### src/sv/gss_pkg.sv
`timescale 1ns / 1ps
// ----------------------------------------------------------------------------
// gss_pkg
// Shared types and constants for the gamepad serial shift-out block.
// ----------------------------------------------------------------------------
package gss_pkg;

	// length of the serial frame: 12 buttons and 4 signature bits
	localparam int unsigned CHAIN_LEN = 16;
	localparam int unsigned BTN_W     = 12;

	// command codes of an input item
	typedef enum logic {
		CMD_LATCH = 1'b0,
		CMD_READ  = 1'b1
	} cmd_t;

	// button positions in the live word
	localparam int unsigned BTN_B     = 0;
	localparam int unsigned BTN_UP    = 4;
	localparam int unsigned BTN_DOWN  = 5;
	localparam int unsigned BTN_LEFT  = 6;
	localparam int unsigned BTN_RIGHT = 7;

	// control shared by every cell of the chain
	typedef struct packed {
		logic load;
		logic shift;
	} chain_ctrl_t;

endpackage

### src/sv/gss_if.sv
`timescale 1ns / 1ps
// ----------------------------------------------------------------------------
// gss_in_if / gss_out_if
// Valid/ready channels for pad commands and returned serial bits.
// ----------------------------------------------------------------------------
interface gss_in_if;
	logic                         valid;
	logic                         ready;
	logic                         command;
	logic                         latch_level;
	logic [gss_pkg::BTN_W-1:0]    buttons;

	modport source (output valid, command, latch_level, buttons, input ready);
	modport sink   (input valid, command, latch_level, buttons, output ready);
endinterface

interface gss_out_if;
	logic valid;
	logic ready;
	logic serial_bit;

	modport source (output valid, serial_bit, input ready);
	modport sink   (input valid, serial_bit, output ready);
endinterface

### src/sv/gss_cell.sv
`timescale 1ns / 1ps
// ----------------------------------------------------------------------------
// gss_cell
// One bit of the serial frame: parallel load or shift from its neighbor.
// ----------------------------------------------------------------------------
module gss_cell (
	input  logic                 clk,
	input  logic                 arst_n,
	input  gss_pkg::chain_ctrl_t ctrl,
	input  logic                 load_bit,
	input  logic                 shift_in,
	output logic                 q
);
	import gss_pkg::*;

	logic bit_q;

	// load has priority; load and shift never come together
	always_ff @(posedge clk or negedge arst_n) begin
		if (!arst_n) begin
			bit_q <= 1'b0;
		end else if (ctrl.load) begin
			bit_q <= load_bit;
		end else if (ctrl.shift) begin
			bit_q <= shift_in;
		end
	end

	assign q = bit_q;

endmodule

### src/sv/gss_axis.sv
`timescale 1ns / 1ps
// ----------------------------------------------------------------------------
// gss_axis
// Opposing-direction hold rule for one dpad axis (up/down or left/right).
// ----------------------------------------------------------------------------
module gss_axis (
	input  logic clk,
	input  logic arst_n,
	input  logic capture,
	input  logic live_a,
	input  logic live_b,
	output logic a_nxt,
	output logic b_nxt
);
	import gss_pkg::*;

	logic a_q, b_q, hold_q;
	logic hold_nxt;

	// both held: swap once, then keep; otherwise follow live buttons
	always_comb begin
		if (!(live_a && live_b)) begin
			hold_nxt = 1'b0;
			a_nxt    = live_a;
			b_nxt    = live_b;
		end else if (!hold_q) begin
			hold_nxt = 1'b1;
			a_nxt    = b_q;
			b_nxt    = a_q;
		end else begin
			hold_nxt = 1'b1;
			a_nxt    = a_q;
			b_nxt    = b_q;
		end
	end

	always_ff @(posedge clk or negedge arst_n) begin
		if (!arst_n) begin
			a_q    <= 1'b0;
			b_q    <= 1'b0;
			hold_q <= 1'b0;
		end else if (capture) begin
			a_q    <= a_nxt;
			b_q    <= b_nxt;
			hold_q <= hold_nxt;
		end
	end

endmodule

### src/sv/gamepad_serial_shift_out.sv
`timescale 1ns / 1ps
// ----------------------------------------------------------------------------
// gamepad_serial_shift_out
// 12-button pad: latch captures buttons into a 16-cell chain, reads shift it.
// ----------------------------------------------------------------------------
//  channel   dir  payload                          per item
//  request   in   command, latch_level, buttons    latch write or read
//  response  out  serial_bit                       one per read
//
//  one item per cycle while the response is not stalled; a read's bit shows in the cycle after acceptance
//  the output register frees request.ready whenever it is empty or taken
//  a falling latch loads the chain; each unlatched read shifts it, filling 1s
//  reset clears latch, chain and dpad state at once
//  a stalled response holds the register and stops request
// ----------------------------------------------------------------------------
module gamepad_serial_shift_out (
	input  logic      clk,
	input  logic      arst_n,
	gss_in_if.sink    request,
	gss_out_if.source response
);
	import gss_pkg::*;

	logic                 acc;
	logic                 is_read;
	logic                 latch_q;
	logic                 fall;
	chain_ctrl_t          ctrl;
	logic [CHAIN_LEN-1:0] load_vec;
	logic [CHAIN_LEN-1:0] cell_q;
	logic                 up_n, down_n, left_n, right_n;
	logic                 out_valid_q;
	logic                 out_bit_q;
	logic                 rd_bit;

	// handshake
	assign request.ready = !out_valid_q || response.ready;
	assign acc           = request.valid && request.ready;
	assign is_read       = (cmd_t'(request.command) == CMD_READ);
	assign fall          = acc && !is_read && latch_q && !request.latch_level;

	// chain control
	assign ctrl.load  = fall;
	assign ctrl.shift = acc && is_read && !latch_q;

	// dpad hold units
	gss_axis u_vert (
		.clk     (clk),
		.arst_n  (arst_n),
		.capture (fall),
		.live_a  (request.buttons[BTN_UP]),
		.live_b  (request.buttons[BTN_DOWN]),
		.a_nxt   (up_n),
		.b_nxt   (down_n)
	);

	gss_axis u_horz (
		.clk     (clk),
		.arst_n  (arst_n),
		.capture (fall),
		.live_a  (request.buttons[BTN_LEFT]),
		.live_b  (request.buttons[BTN_RIGHT]),
		.a_nxt   (left_n),
		.b_nxt   (right_n)
	);

	// frame: buttons with filtered dpad, then zero signature
	assign load_vec = {{(CHAIN_LEN - BTN_W){1'b0}}, request.buttons[11:8],
		right_n, left_n, down_n, up_n, request.buttons[3:0]};

	// chain of cells, ones shift in at the far end
	for (genvar i = 0; i < CHAIN_LEN; i++) begin : g_cell
		logic nb;
		if (i == CHAIN_LEN - 1) begin : g_end
			assign nb = 1'b1;
		end else begin : g_mid
			assign nb = cell_q[i+1];
		end
		gss_cell u_cell (
			.clk      (clk),
			.arst_n   (arst_n),
			.ctrl     (ctrl),
			.load_bit (load_vec[i]),
			.shift_in (nb),
			.q        (cell_q[i])
		);
	end

	// latch level tracking
	always_ff @(posedge clk or negedge arst_n) begin
		if (!arst_n) begin
			latch_q <= 1'b0;
		end else if (acc && !is_read) begin
			latch_q <= request.latch_level;
		end
	end

	// live B while latched, head of chain otherwise
	assign rd_bit = latch_q ? request.buttons[BTN_B] : cell_q[0];

	// output register
	always_ff @(posedge clk or negedge arst_n) begin
		if (!arst_n) begin
			out_valid_q <= 1'b0;
		end else if (request.ready) begin
			out_valid_q <= acc && is_read;
		end
	end

	always_ff @(posedge clk) begin
		if (acc && is_read) begin
			out_bit_q <= rd_bit;
		end
	end

	assign response.valid      = out_valid_q;
	assign response.serial_bit = out_bit_q;

endmodule

### src/flat_wrapper.sv
// flat-port wrapper written by rule: the top's interface ports become plain ports
module gamepad_serial_shift_out_flat import gss_pkg::*;
  (clk, arst_n, request_valid, request_command, request_latch_level, request_buttons, request_ready, response_valid, response_serial_bit, response_ready);
  gss_in_if request_i ();
  gss_out_if response_i ();
  input  logic clk;
  input  logic arst_n;
  input wire logic [$bits(request_i.valid)-1:0] request_valid;
  input wire logic [$bits(request_i.command)-1:0] request_command;
  input wire logic [$bits(request_i.latch_level)-1:0] request_latch_level;
  input wire logic [$bits(request_i.buttons)-1:0] request_buttons;
  output wire logic [$bits(request_i.ready)-1:0] request_ready;
  output wire logic [$bits(response_i.valid)-1:0] response_valid;
  output wire logic [$bits(response_i.serial_bit)-1:0] response_serial_bit;
  input wire logic [$bits(response_i.ready)-1:0] response_ready;
  assign request_i.valid = request_valid;
  assign request_i.command = request_command;
  assign request_i.latch_level = request_latch_level;
  assign request_i.buttons = request_buttons;
  assign request_ready = request_i.ready;
  assign response_valid = response_i.valid;
  assign response_serial_bit = response_i.serial_bit;
  assign response_i.ready = response_ready;
  gamepad_serial_shift_out u_core (.clk(clk), .arst_n(arst_n), .request(request_i), .response(response_i));
endmodule
### config.mk
export PLATFORM = sky130hd
export DESIGN_NAME = gamepad_serial_shift_out_flat
export DESIGN_NICKNAME = d
export VERILOG_FILES = /design/src/sv/gss_pkg.sv /design/src/sv/gss_if.sv /design/src/sv/gss_cell.sv /design/src/sv/gss_axis.sv /design/src/sv/gamepad_serial_shift_out.sv /design/src/flat_wrapper.sv
export SDC_FILE = /design/constraint.sdc
export NUM_CORES = 1
export LEC_CHECK = 0
export ABC_AREA = 0
export BUFFER_PORTS_ARGS = -buffer_cell sky130_fd_sc_hd__buf_2
export CORE_UTILIZATION = 59
export CTS_BUF_LIST = sky130_fd_sc_hd__clkbuf_8
export CTS_CLUSTER_SIZE = 16
export DETAILED_ROUTE_END_ITERATION = 7
export GPL_ROUTABILITY_DRIVEN = 1
export HOLD_SLACK_MARGIN = 0.15
export PLACE_DENSITY = 0.81
export SYNTH_ARGS = -nofsm -noshare
export SYNTH_HDL_FRONTEND = slang
export SYNTH_SLANG_ARGS = --single-unit
### constraint.sdc
create_clock -name clk -period 2.2 [get_ports clk]
set_input_delay 0.33 -clock clk [delete_from_list [all_inputs] [get_ports clk]]
set_output_delay 0.33 -clock clk [all_outputs]
set_load 0.05 [all_outputs]
# ---- Word level (Yosys, flattened, before mapping)
# Index checks and enable logic that the tools add are counted.
dict set report op_classes {
  muxes 43
  reduce_logical 14
}
# cell n
set ops {}
lappend ops {{$mux 1} 43}
lappend ops {{$logic_and 1x1->1} 8}
lappend ops {{$logic_not 1->1} 4}
lappend ops {{$reduce_bool 2->1} 1}
lappend ops {{$logic_or 1x1->1} 1}
dict set report totals {
  register_bits 25
  output_inout_bits 3
  elab_cells 82
}

# ---- Depth between registers and ports, before layout
# Gate-level depths: netlist of run 1.
dict set report logic_depth {
  word_depth 7
  mapped_depth 6
  ltp_nobuf 5
}

# ---- Cells and area by module
# From an unflattened synthesis of run 1, not the netlist that was laid out.
dict set report hier_totals {
  hier_cells 117
  hier_area_um2 1283.7
}
# mod cells_per_inst n_inst seq_area_each_um2 area_per_inst_um2
set modules_own_cells {}
lappend modules_own_cells {gss_cell 4 16 25.0 43.8}
lappend modules_own_cells {gss_axis 19 2 75.1 201.4}
lappend modules_own_cells {gamepad_serial_shift_out 15 1 80.1 180.2}

# ---- Worst setup path after synthesis of run 1
# No wires, ideal clock.
dict set report synth_path {
  kind {register -> register}
  startpoint {register u_core.out_valid_q (netlist: u_core.response.valid)}
  endpoint {register u_core.u_vert.a_q}
  setup_ps 128
  setup_slack_ps 139
  arrival_time_ps 1934
  path_stages_with_launch 6
  path_cell_list {dfrtp_1 nor2b_2 inv_1 nand4b_2 buf_2 mux2_1}
}
dict set report synth_via {
  elab_chain_len 6
}
# element line
set synth_lines {}
lappend synth_lines {{start: declaration} gamepad_serial_shift_out.sv:32} ;# logic out_valid_q;
lappend synth_lines {{start signal: assignment} gamepad_serial_shift_out.sv:106} ;# out_valid_q <= acc && is_read;
lappend synth_lines {{$logic_not 1->1} gamepad_serial_shift_out.sv:37} ;# assign request.ready = !out_valid_q || response.ready;
lappend synth_lines {{$logic_or 1x1->1} gamepad_serial_shift_out.sv:37}
lappend synth_lines {{named net request_ready} flat_wrapper.sv:12} ;# output wire logic [$bits(request_i.ready)-1:0] request_ready;
lappend synth_lines {{$logic_and 1x1->1} gamepad_serial_shift_out.sv:38} ;# assign acc = request.valid && request.ready;
lappend synth_lines {{$logic_and 1x1->1 (3 in series)} gamepad_serial_shift_out.sv:40} ;# assign fall = acc && !is_read && latch_q && !request.latch_level;
lappend synth_lines {{end signal: assignment} gss_axis.sv:43} ;# a_q <= a_nxt;
lappend synth_lines {{end: declaration} gss_axis.sv:17} ;# logic a_q, b_q, hold_q;
# The timed path passes the listed nets, and every way through them passes these cells.
# A chain may end at the register's enable or synchronous reset.

# ---- Worst setup path after layout of run 1
dict set report layout_path {
  startpoint {register u_core.out_valid_q (netlist: u_core.response.valid)}
  endpoint {register u_core.g_cell[3].u_cell.bit_q}
}
dict set report layout_via {
  elab_chain_len 7
}
# element line
set layout_lines {}
lappend layout_lines {{$logic_not 1->1 (*)} gamepad_serial_shift_out.sv:37}
lappend layout_lines {{$logic_or 1x1->1 (*)} gamepad_serial_shift_out.sv:37}
lappend layout_lines {{$logic_and 1x1->1 (*)} gamepad_serial_shift_out.sv:38}
lappend layout_lines {{$logic_and 1x1->1 (3 in series)} gamepad_serial_shift_out.sv:40}
lappend layout_lines {{$mux 1 or $reduce_bool 2->1 (tied branches)} -}
lappend layout_lines {{end signal: assignment} gss_cell.sv:23} ;# bit_q <= load_bit;
lappend layout_lines {{end signal: assignment} gss_cell.sv:25} ;# bit_q <= shift_in;
lappend layout_lines {{end: declaration} gss_cell.sv:16} ;# logic bit_q;
# Mark *: on every way between the ends. The rest lies on a longest branch, timed or not.

==> results of run 1 <==
==> layer usage <==
metal,track usage,part of all wire,vias to the layer above
met5,0,0,-
met4,0.0529,0.0050,0
met3,0.0357,0.029,2
met2,0.335,0.48,14
met1,0.316,0.49,417
li1,-,-,440
==> cell families (layout without fill, tap and decap cells) <==
group,after synthesis,count (layout),synth area share
buf+inv,7,31,0.0264
mux,10,10,0.0946
flops,25,25,0.554
simple gates,51,51,0.197
compound gates,21,21,0.128
==> power by group <==
group / switching (mW) / internal, mW
sequential: 0.0988 / 0.623
clock: 0.133 / 0.126
combinational: 0.140 / 0.153
total: 0.372 / 0.903
==> cell type report <==
type                       instances  share of cell area
inverter                           2             0.00563
timing repair buffer              25               0.105
clock buffer                       3              0.0310
sequential                        25               0.473
multi-input combinational         82               0.358
tap                               25              0.0235
clock inverter                     1             0.00376
==> repair_timing <==
action / 4_1_cts / 5_1_grt
hold endpoints to repair: 24 / 0
buffers inserted: 0 / 0
hold buffers: 1 / 0
==> cell usage in the layout (no fill, tap or decap), drive strengths merged, types with 2 or more instances in the layout <==
cell | netlist | routed
nand2 | 31 | 31
dfrtp | 24 | 24
buf | 3 | 24
nor2 | 14 | 14
a31oi | 11 | 11
mux2 | 6 | 6
mux2i | 4 | 4
a21boi | 4 | 4
a22o | 3 | 3
clkbuf | 2 | 3
inv | 2 | 2
o21ai | 2 | 2
nor2b | 2 | 2
==> worst min path at each step <==
stage	start	to	slack (ns)
2_1_floorplan	arst_n	u_core.g_cell[0].u_cell.q	0.03
3_3_place_gp	arst_n	u_core.u_horz.hold_q	0.34
3_5_place_dp	arst_n	u_core.u_horz.hold_q	0.34
4_1_cts	request_latch_level	u_core.latch_q	0.32
5_1_grt	request_latch_level	u_core.latch_q	0.31
6_report	request_latch_level	u_core.latch_q	0.32
==> stage by stage <==
step | std cells | util | total power [mW] | setup WS [ns] | hold WS, ns
2_1_floorplan | 114 | - | 0.930 | 0.139 | 0.0344
3_3_place_gp | 158 | 0.723 | 1.01 | 0.618 | 0.336
3_5_place_dp | 158 | 0.723 | 1.02 | 0.592 | 0.337
4_1_cts | 163 | 0.755 | 1.29 | 0.612 | 0.317
5_1_grt | 163 | 0.755 | 1.36 | 0.496 | 0.313
6_report | 163 | 0.755 | 1.27 | 0.617 | 0.321
==> out/metrics.cfg, run 1 <==
[cells_and_area]
n_antenna_cell=0
register_area_sq_um=631
fin_nets=157
drive_above_1_share=0.268
multi_input_area_sq_um=477
synthToLayoutAreaGrowth_pct=17.2
largest_register_ff_count=16
stdcell_area_sq_um=1330
fillerInstances=138

[pwr]
ir_drop_v=0.000650
power_density_nw_per_um2=956
p_leak_nw=0.648

[synth]
syn_area_per_cell_sq_um=9.98
synth.most_common_cell=nand2_1
syn-num-nets=132
ys.flop_type=dfrtp_1
synth-async-reset-ratio=0.960
synthTopCellsByArea=dfrtp_1 (53%), nand2_1 (10%), a31oi_1 (6.1%), mux2_2 (5.0%), nor2_1 (4.6%)
ys_types=21
synth_common_cells=nand2_1 (31), dfrtp_1 (24), nor2_1 (14)
yosys_warnings=0
synth_area_sq_um=1140
synth_top_area_cell=dfrtp_1
syn-instance-count=114
synth_top_area_frac=0.528
ys_ff_latch=25
yosysSeqAreaShare=0.554
synth_edf_count=1

[critical_path]
worstSetupStartpointType=flip-flop
timing.rr.start=u_core.response.valid
startpoint=u_core.response.valid
max_stage_delay_ns=0.38
cp-endpoint=u_core.g_cell[3].u_cell.q
crit_path_end_kind=flip-flop
critPathMaxFanout=10
crit_type=reg -> reg
path_buf_inv=1
crit_family=simple AND/OR/NAND/NOR gates
required_ns=2.35
path_cells=nor2b_2, inv_1, nand4b_2, and2_4, a221o_1
reg2regPathDepth=5
r2r_setup_slack_ns=0.62
crit_cells=5
arrival_ns=1.74
r2r_end=u_core.g_cell[3].u_cell.q
cp_slowest_cell=dfrtp_1

[clock_network]
clk-insertion-delay-late_ns=0.26
cts_buffers=3
root_buffer=clkbuf_8
clock_sinks=25
clk_pin_slew_ns=0.08
cts_resized=0
htreeDepth=1
cts_tree=built
clockBufferDepth=2

[sta]
rsz0062_at_grt=no
slew_headroom=0.657
period_share=0.719
fin_crit_ns=1.58
maxSlewViolCount=0
clock_skew_ns=0.00533
max_freq_ghz=0.632
hold_viol_final=0
timing.setup.tns_ns=0
worstMarginPinSlew_ns=0.514
finalSetupViolCount=0

[die]
boundaryPins=21
start_util=0.645
core_sq_um=1760
dieArea_sq_um=2110
rows=15
die_w_microns=45.9
die_h_microns=45.9

[place]
place.gp.congestion=0.716
place.port_buffers=20
dp_hpwl_microns=1460
postPlaceCellArea_sq_um=1280

[grt]
grt_max_degree=25
grt_pass1_vias=792
grt_use_total=0.217
overflow=0
grt_pass1_wl_microns=3330
antenna_found_initial=0

[drt]
dr.pass1.iters=4
drt_iter0_drc=11
vias_per_cell=5.36
avgRoutedWirePerCell_microns=12.3
vias=873
drtAntennaViolNets=0
drc_errors=0
drt_wl_total_microns=2010

[min_path]
hold_class=in -> reg
hold_depth=2

[job]
max_cap_violations=0

[run_status]
status=complete, no violations

Note: power is estimated with default switching activity, not from simulation.
==> inputs of run 2 (changes only) <==
--- a/config.mk
+++ b/config.mk
@@ -7,13 +7,13 @@
 export LEC_CHECK = 0
 export ABC_AREA = 0
 export BUFFER_PORTS_ARGS = -buffer_cell sky130_fd_sc_hd__buf_2
-export CORE_UTILIZATION = 59
+export CORE_UTILIZATION = 51
 export CTS_BUF_LIST = sky130_fd_sc_hd__clkbuf_8
 export CTS_CLUSTER_SIZE = 16
 export DETAILED_ROUTE_END_ITERATION = 7
 export GPL_ROUTABILITY_DRIVEN = 1
 export HOLD_SLACK_MARGIN = 0.15
-export PLACE_DENSITY = 0.81
+export PLACE_DENSITY = 0.74
 export SYNTH_ARGS = -nofsm -noshare
 export SYNTH_HDL_FRONTEND = slang
 export SYNTH_SLANG_ARGS = --single-unit
==> constraint.sdc (replaced) <==
create_clock -name clk -period 1.27 [get_ports clk]
set_input_delay 0.1905 -clock clk [delete_from_list [all_inputs] [get_ports clk]]
set_output_delay 0.1905 -clock clk [all_outputs]
set_load 0.05 [all_outputs]
==> run 2 against run 1 <==
- the flow now finishes with violations (setup timing)
- maximum frequency increased by 9.0%
- via count is 9.3% higher
- critical endpoint unchanged
- register-to-register slack got worse by 0.80 ns
==> out/metrics.cfg, run 2 (same netlist as run 1, synthesis figures left out) <==
[pwr]
ir_drop_v=0.00114  ; was 0.000650 V
p_leak_nw=0.788  ; was 0.648 nW
power_density_nw_per_um2=1480  ; was 956 nW/um^2

[clock_network]
clockBufferDepth=2  ; unchanged
cts_buffers=3  ; unchanged
clk-insertion-delay-late_ns=0.26  ; about the same
htreeDepth=1  ; unchanged
clock_sinks=25  ; unchanged
cts_tree=built  ; unchanged
clk_pin_slew_ns=0.09  ; was 0.08 ns
root_buffer=clkbuf_8  ; unchanged

[drt]
drc_errors=0  ; unchanged
drt_iter0_drc=21  ; was 11
vias_per_cell=5.33  ; was 5.36
dr.pass1.iters=5  ; was 4
vias=954  ; was 873
avgRoutedWirePerCell_microns=14.7  ; was 12.3 microns
drt_wl_total_microns=2630  ; was 2010 microns
drtAntennaViolNets=0  ; unchanged

[place]
postPlaceCellArea_sq_um=1400  ; was 1280 sq um
dp_hpwl_microns=1480  ; was 1460 microns
place.port_buffers=20  ; unchanged
place.gp.congestion=0.791  ; was 0.716
place_ws_ns=-0.208  ; was 0.592 ns

[cells_and_area]
final_cell_mix=nand2_1 (27), dfrtp_1 (23), buf_2 (19)  ; was nand2_1 (31), dfrtp_1 (24), buf_2 (20)
n_antenna_cell=0  ; unchanged
fin_nets=171  ; was 157
largest_register_ff_count=16  ; unchanged
synthToLayoutAreaGrowth_pct=43.1  ; was 17.2%
stdcell_area_sq_um=1630  ; was 1330 sq um
drive_above_1_share=0.454  ; was 0.268
final_common_cell=nand2_1  ; unchanged
fillerInstances=129  ; was 138

[die]
dieArea_sq_um=2420  ; was 2110 sq um
boundaryPins=21  ; unchanged
rows=16  ; was 15
die_h_microns=49.2  ; was 45.9 microns
core_sq_um=2020  ; was 1760 sq um
die_w_microns=49.2  ; was 45.9 microns
start_util=0.563  ; was 0.645

[sta]
rsz0062_at_grt=yes  ; was no
clock_skew_ns=0.00495  ; was 0.00533 ns
worstMarginPinSlew_ns=0.527  ; was 0.514 ns
hold_viol_final=0  ; unchanged
fin_ws_ns=-0.182  ; was 0.617 ns
maxSlewViolCount=0  ; unchanged
slew_headroom=0.649  ; was 0.657
period_share=1.14  ; was 0.719
fin_crit_ns=1.45  ; was 1.58 ns
finalSetupViolCount=23  ; was 0
timing.setup.tns_ns=-2.21  ; was 0 ns
max_freq_ghz=0.689  ; was 0.632 GHz

[critical_path]
required_ns=1.42  ; was 2.35 ns
arrival_ns=1.60  ; was 1.74 ns
crit_type=reg -> reg  ; unchanged
cp_slowest_cell=dfrtp_2  ; was dfrtp_1
worstSetupStartpointType=flip-flop  ; unchanged
crit_path_end_kind=flip-flop  ; unchanged
path_cells=nor2b_4, or3_4, and2_4, a221o_1  ; was nor2b_2, inv_1, nand4b_2, and2_4, a221o_1
max_stage_delay_ns=0.41  ; was 0.38 ns
critPathMaxFanout=3  ; was 10

[grt]
grt_max_degree=25  ; unchanged
grt_pass1_vias=910  ; was 792
antenna_found_initial=0  ; unchanged
overflow=0  ; unchanged
grt_pass1_wl_microns=4060  ; was 3330 microns
grt_use_total=0.219  ; was 0.217

[run_status]
status=finished with violations  ; was complete, no violations
violations=setup timing

[min_path]
hold_class=in -> reg  ; unchanged

[job]
max_cap_violations=0  ; unchanged

run 2: cell count changes in the layout (fill, tap and decap cells not counted), sizes merged:
cell | before | now
clkinvlp | 0 | 1
buf | 24 | 37
clkinv | 1 | 0
clkbuf | 3 | 4
run 2: metal layers:
metal | GRT usage | up-vias | part of all wire
met2 | 0.370 | 23 | 0.50
met1 | 0.283 | 463 | 0.46
met4 | 0.0784 | 0 | 0.0080
li1 | - | 466 | -
met3 | 0.0312 | 2 | 0.030
met5 | 0 | - | 0
run 2: power by group:
group          switching (mW)  internal, mW
Sequential              0.187          1.08
Combinational           0.306         0.382
Clock                   0.236         0.216
run 2: area by class of cell:
cell class                 count  area [sq um]  share of cell area
clock buffer                   3          41.3              0.0254
multi-input combinational     82           582               0.357
inverter                       2          11.3             0.00692
tap                           27          33.8              0.0208
sequential                    25           632               0.388
clock inverter                 1          3.75             0.00231
timing repair buffer          39           324               0.199
run 2: worst max-delay path: cells and delay by family, from the launching register on:
kind / cells / cell delay (ns)
and+or+nand+nor: 3 / 0.64
DFF: 1 / 0.41
AOI/OAI and AO/OA: 1 / 0.29
run 2: path summary, 6_finish.rpt:
path / from / to / slack, ns / cells after the start
min reg2reg: u_core.g_cell[14].u_cell.q / u_core.g_cell[13].u_cell.q / 0.52 / 1
max in group asynchronous: arst_n / u_core.response.valid / 0.46 / 2
max: u_core.response.valid / u_core.g_cell[3].u_cell.q / -0.18 / 4
min: request_buttons[7] / u_core.u_horz.hold_q / 0.18 / 3
max reg2reg: u_core.response.valid / u_core.g_cell[3].u_cell.q / -0.18 / 4
min in group asynchronous: arst_n / u_core.g_cell[12].u_cell.q / 0.43 / 2
run 2: repair_timing:
action	CTS	global route
setup endpoints to repair	23	23
resized for setup	18	19
gates cloned	1	1
hold endpoints to repair	24	0
buffers inserted	2	0
pin swaps	7	3
hold buffers	1	0
run 2: metrics by stage:
stage,total power [mW],hold WS (ns),cells,util
2_1_floorplan,1.63,-0.105,114,-
3_3_place_gp,1.79,0.195,170,0.693
3_5_place_dp,1.83,0.194,170,0.693
4_1_cts,2.34,0.172,178,0.761
5_1_grt,2.54,0.182,179,0.805
6_report,2.41,0.181,179,0.805
==> inputs of run 3 (changes only) <==
--- a/config.mk
+++ b/config.mk
@@ -6,13 +6,14 @@
 export NUM_CORES = 1
 export LEC_CHECK = 0
 export ABC_AREA = 0
-export BUFFER_PORTS_ARGS = -buffer_cell sky130_fd_sc_hd__buf_2
+export BUFFER_PORTS_ARGS = -buffer_cell sky130_fd_sc_hd__clkbuf_2
 export CORE_UTILIZATION = 51
 export CTS_BUF_LIST = sky130_fd_sc_hd__clkbuf_8
 export CTS_CLUSTER_SIZE = 16
 export DETAILED_ROUTE_END_ITERATION = 7
 export GPL_ROUTABILITY_DRIVEN = 1
 export HOLD_SLACK_MARGIN = 0.15
+export MAX_ROUTING_LAYER = met4
 export PLACE_DENSITY = 0.74
 export SYNTH_ARGS = -nofsm -noshare
 export SYNTH_HDL_FRONTEND = slang
==> run 3 against run 2 <==
- the run still ends with setup timing left
- clock power increased by 7.1%
- combinational power increased by 24%
- sequential cell count unchanged
- wire length increased by 49%
- clock skew decreased by 0.0021 ns
- sequential share of layout area decreased by 3.6 points
- via count increased by 17%
- register-to-register slack got worse by 0.07 ns
- maximum frequency decreased by 4.9%
- count of clock-buffer cells in the layout unchanged
- first-iteration DRC count increased to 2.8 times the previous value
- hold slack got worse by 0.010 ns
- largest power group unchanged
==> out/metrics.cfg, run 3 (same netlist as run 1, synthesis figures left out) <==
[clock_network]
clk_pin_slew_ns=0.09  ; about the same
clock_sinks=25  ; unchanged
clockBufferDepth=2  ; unchanged
cts_tree=built  ; unchanged
clk-insertion-delay-late_ns=0.27  ; was 0.26 ns
cts_buffers=3  ; unchanged
htreeDepth=1  ; unchanged
root_buffer=clkbuf_8  ; unchanged

[sta]
period_share=1.20  ; was 1.14
finalSetupViolCount=24  ; was 23
maxSlewViolCount=0  ; unchanged
fin_crit_ns=1.53  ; was 1.45 ns
worstMarginPinSlew_ns=0.592  ; was 0.527 ns
fin_ws_ns=-0.256  ; was -0.182 ns
max_freq_ghz=0.655  ; was 0.689 GHz
hold_viol_final=0  ; unchanged
rsz0062_at_grt=yes  ; unchanged
slew_headroom=0.605  ; was 0.649
clock_skew_ns=0.00284  ; was 0.00495 ns

[pwr]
clockPowerShare=0.182  ; was 0.187
p_total_mw=2.66  ; was 2.41 mW
p_int_mw=1.74  ; was 1.68 mW
p_switching_uw=919  ; was 729 uW
netSwitchingFraction=0.346  ; was 0.303
comb_power_share=0.321  ; was 0.286
p_seq_frac=0.497  ; was 0.527
ir_drop_v=0.00119  ; was 0.00114 V
p_leak_nw=0.859  ; was 0.788 nW
power_density_nw_per_um2=1480  ; about the same

[die]
start_util=0.563  ; unchanged
dieArea_sq_um=2420  ; unchanged
boundaryPins=21  ; unchanged
die_w_microns=49.2  ; unchanged
core_sq_um=2020  ; unchanged
die_h_microns=49.2  ; unchanged
rows=16  ; unchanged

[cells_and_area]
multi_input_area_sq_um=684  ; was 582 sq um
synthToLayoutAreaGrowth_pct=57.8  ; was 43.1%
largest_register_ff_count=16  ; unchanged
final_cell_mix=nand2_1 (23), dfrtp_1 (23), clkbuf_2 (19)  ; was nand2_1 (27), dfrtp_1 (23), buf_2 (19)
drive_above_1_share=0.519  ; was 0.454
n_antenna_cell=0  ; unchanged
register_area_sq_um=632  ; unchanged
fin_util=0.887  ; was 0.805
fillerInstances=76  ; was 129
stdcell_area_sq_um=1790  ; was 1630 sq um
fin_nets=173  ; was 171

[place]
postPlaceCellArea_sq_um=1400  ; unchanged
place.port_buffers=20  ; unchanged
place.gp.congestion=0.805  ; was 0.791
dp_hpwl_microns=1730  ; was 1480 microns

[job]
max_cap_violations=0  ; unchanged

[critical_path]
max_stage_delay_ns=0.38  ; was 0.41 ns
required_ns=1.43  ; was 1.42 ns
crit_type=reg -> reg  ; unchanged
worstSetupStartpointType=flip-flop  ; unchanged
arrival_ns=1.69  ; was 1.60 ns
path_cells=nor2b_4, clkinvlp_4, buf_6, buf_4, nand2_4, nor2_4, mux2_4  ; was nor2b_4, or3_4, and2_4, a221o_1
cp_slowest_cell=dfrtp_2  ; unchanged
critPathMaxFanout=3  ; unchanged
crit_path_end_kind=flip-flop  ; unchanged

[drt]
drc_errors=0  ; unchanged
vias_per_cell=6.15  ; was 5.33
drt_wl_total_microns=3910  ; was 2630 microns
vias=1113  ; was 954
drt_iter0_drc=59  ; was 21
dr.pass1.iters=4  ; was 5
avgRoutedWirePerCell_microns=21.6  ; was 14.7 microns
drtAntennaViolNets=0  ; unchanged

[grt]
grt_pass1_wl_microns=5240  ; was 4060 microns
antenna_found_initial=0  ; unchanged
grt_use_total=0.305  ; was 0.219
grt_pass1_vias=1040  ; was 910
overflow=0  ; unchanged
grt_max_degree=25  ; unchanged

[min_path]
hold_class=in -> reg  ; unchanged

[run_status]
status=finished with violations  ; unchanged
violations=setup timing  ; unchanged

run 3: cell type report:
| type | count | area share |
|---|---|---|
| multi-input combinational | 82 | 0.381 |
| inverter | 2 | 0.00628 |
| tap | 27 | 0.0188 |
| sequential | 25 | 0.352 |
| clock inverter | 1 | 0.00209 |
| timing repair buffer | 41 | 0.216 |
| clock buffer | 3 | 0.0230 |
run 3: worst paths after layout:
| check | to | start | depth (start not counted) | slack [ns] |
|---|---|---|---|---|
| worst max-delay path | u_core.latch_q | u_core.response.valid | 7 | -0.26 |
| worst min-delay path | u_core.g_cell[10].u_cell.q | request_buttons[10] | 3 | 0.17 |
| worst max register to register | u_core.latch_q | u_core.response.valid | 7 | -0.26 |
| worst min register to register | u_core.g_cell[15].u_cell.q | u_core.g_cell[15].u_cell.q | 2 | 0.50 |
| max in group asynchronous | u_core.response.valid | arst_n | 2 | 0.40 |
| min in group asynchronous | u_core.g_cell[0].u_cell.q | arst_n | 2 | 0.45 |
run 3: stage by stage:
stage               worst slack (ns)  hold slack [ns]  instances  TNS [ns]
detailed placement            -0.231            0.219        170     -2.50
global placement              -0.200            0.216        170     -1.80
floorplan                     -0.571           -0.105        114    -11.57
global route                  -0.300            0.173        181     -5.46
finish                        -0.256            0.171        181     -4.28
CTS                           -0.199            0.157        180     -2.46
run 3: routing by layer:
metal	wire (microns)	global-route usage
met5	0	-
met4	351	0.137
met3	214	0.0374
met2	1980	0.507
met1	1370	0.370
run 3: repair_timing:
item | 4_1_cts | 5_1_grt
setup buffers | 3 | 0
gates cloned | 2 | 1
pin swaps | 8 | 14
gates resized for setup | 39 | 25
endpoints found under the hold margin | 24 | 0
hold buffers | 1 | 0
setup endpoints to repair | 23 | 24
run 3: critical path: cells and delay by family (launching register included):
| family | cells | cell delay, ns |
|---|---|---|
| and+or+nand+nor | 3 | 0.30 |
| buffers and inverters | 3 | 0.45 |
| muxes | 1 | 0.29 |
| DFF | 1 | 0.38 |
run 3: power by group through the flow:
stage / combinational [mW] / sequential (mW) / clock, mW
6_report: 0.854 / 1.32 / 0.483
5_1_grt: 0.907 / 1.34 / 0.516
4_1_cts: 0.717 / 1.27 / 0.470
3_5_place_dp: 0.574 / 1.27 / 0
3_3_place_gp: 0.540 / 1.25 / 0
2_1_floorplan: 0.390 / 1.24 / 0
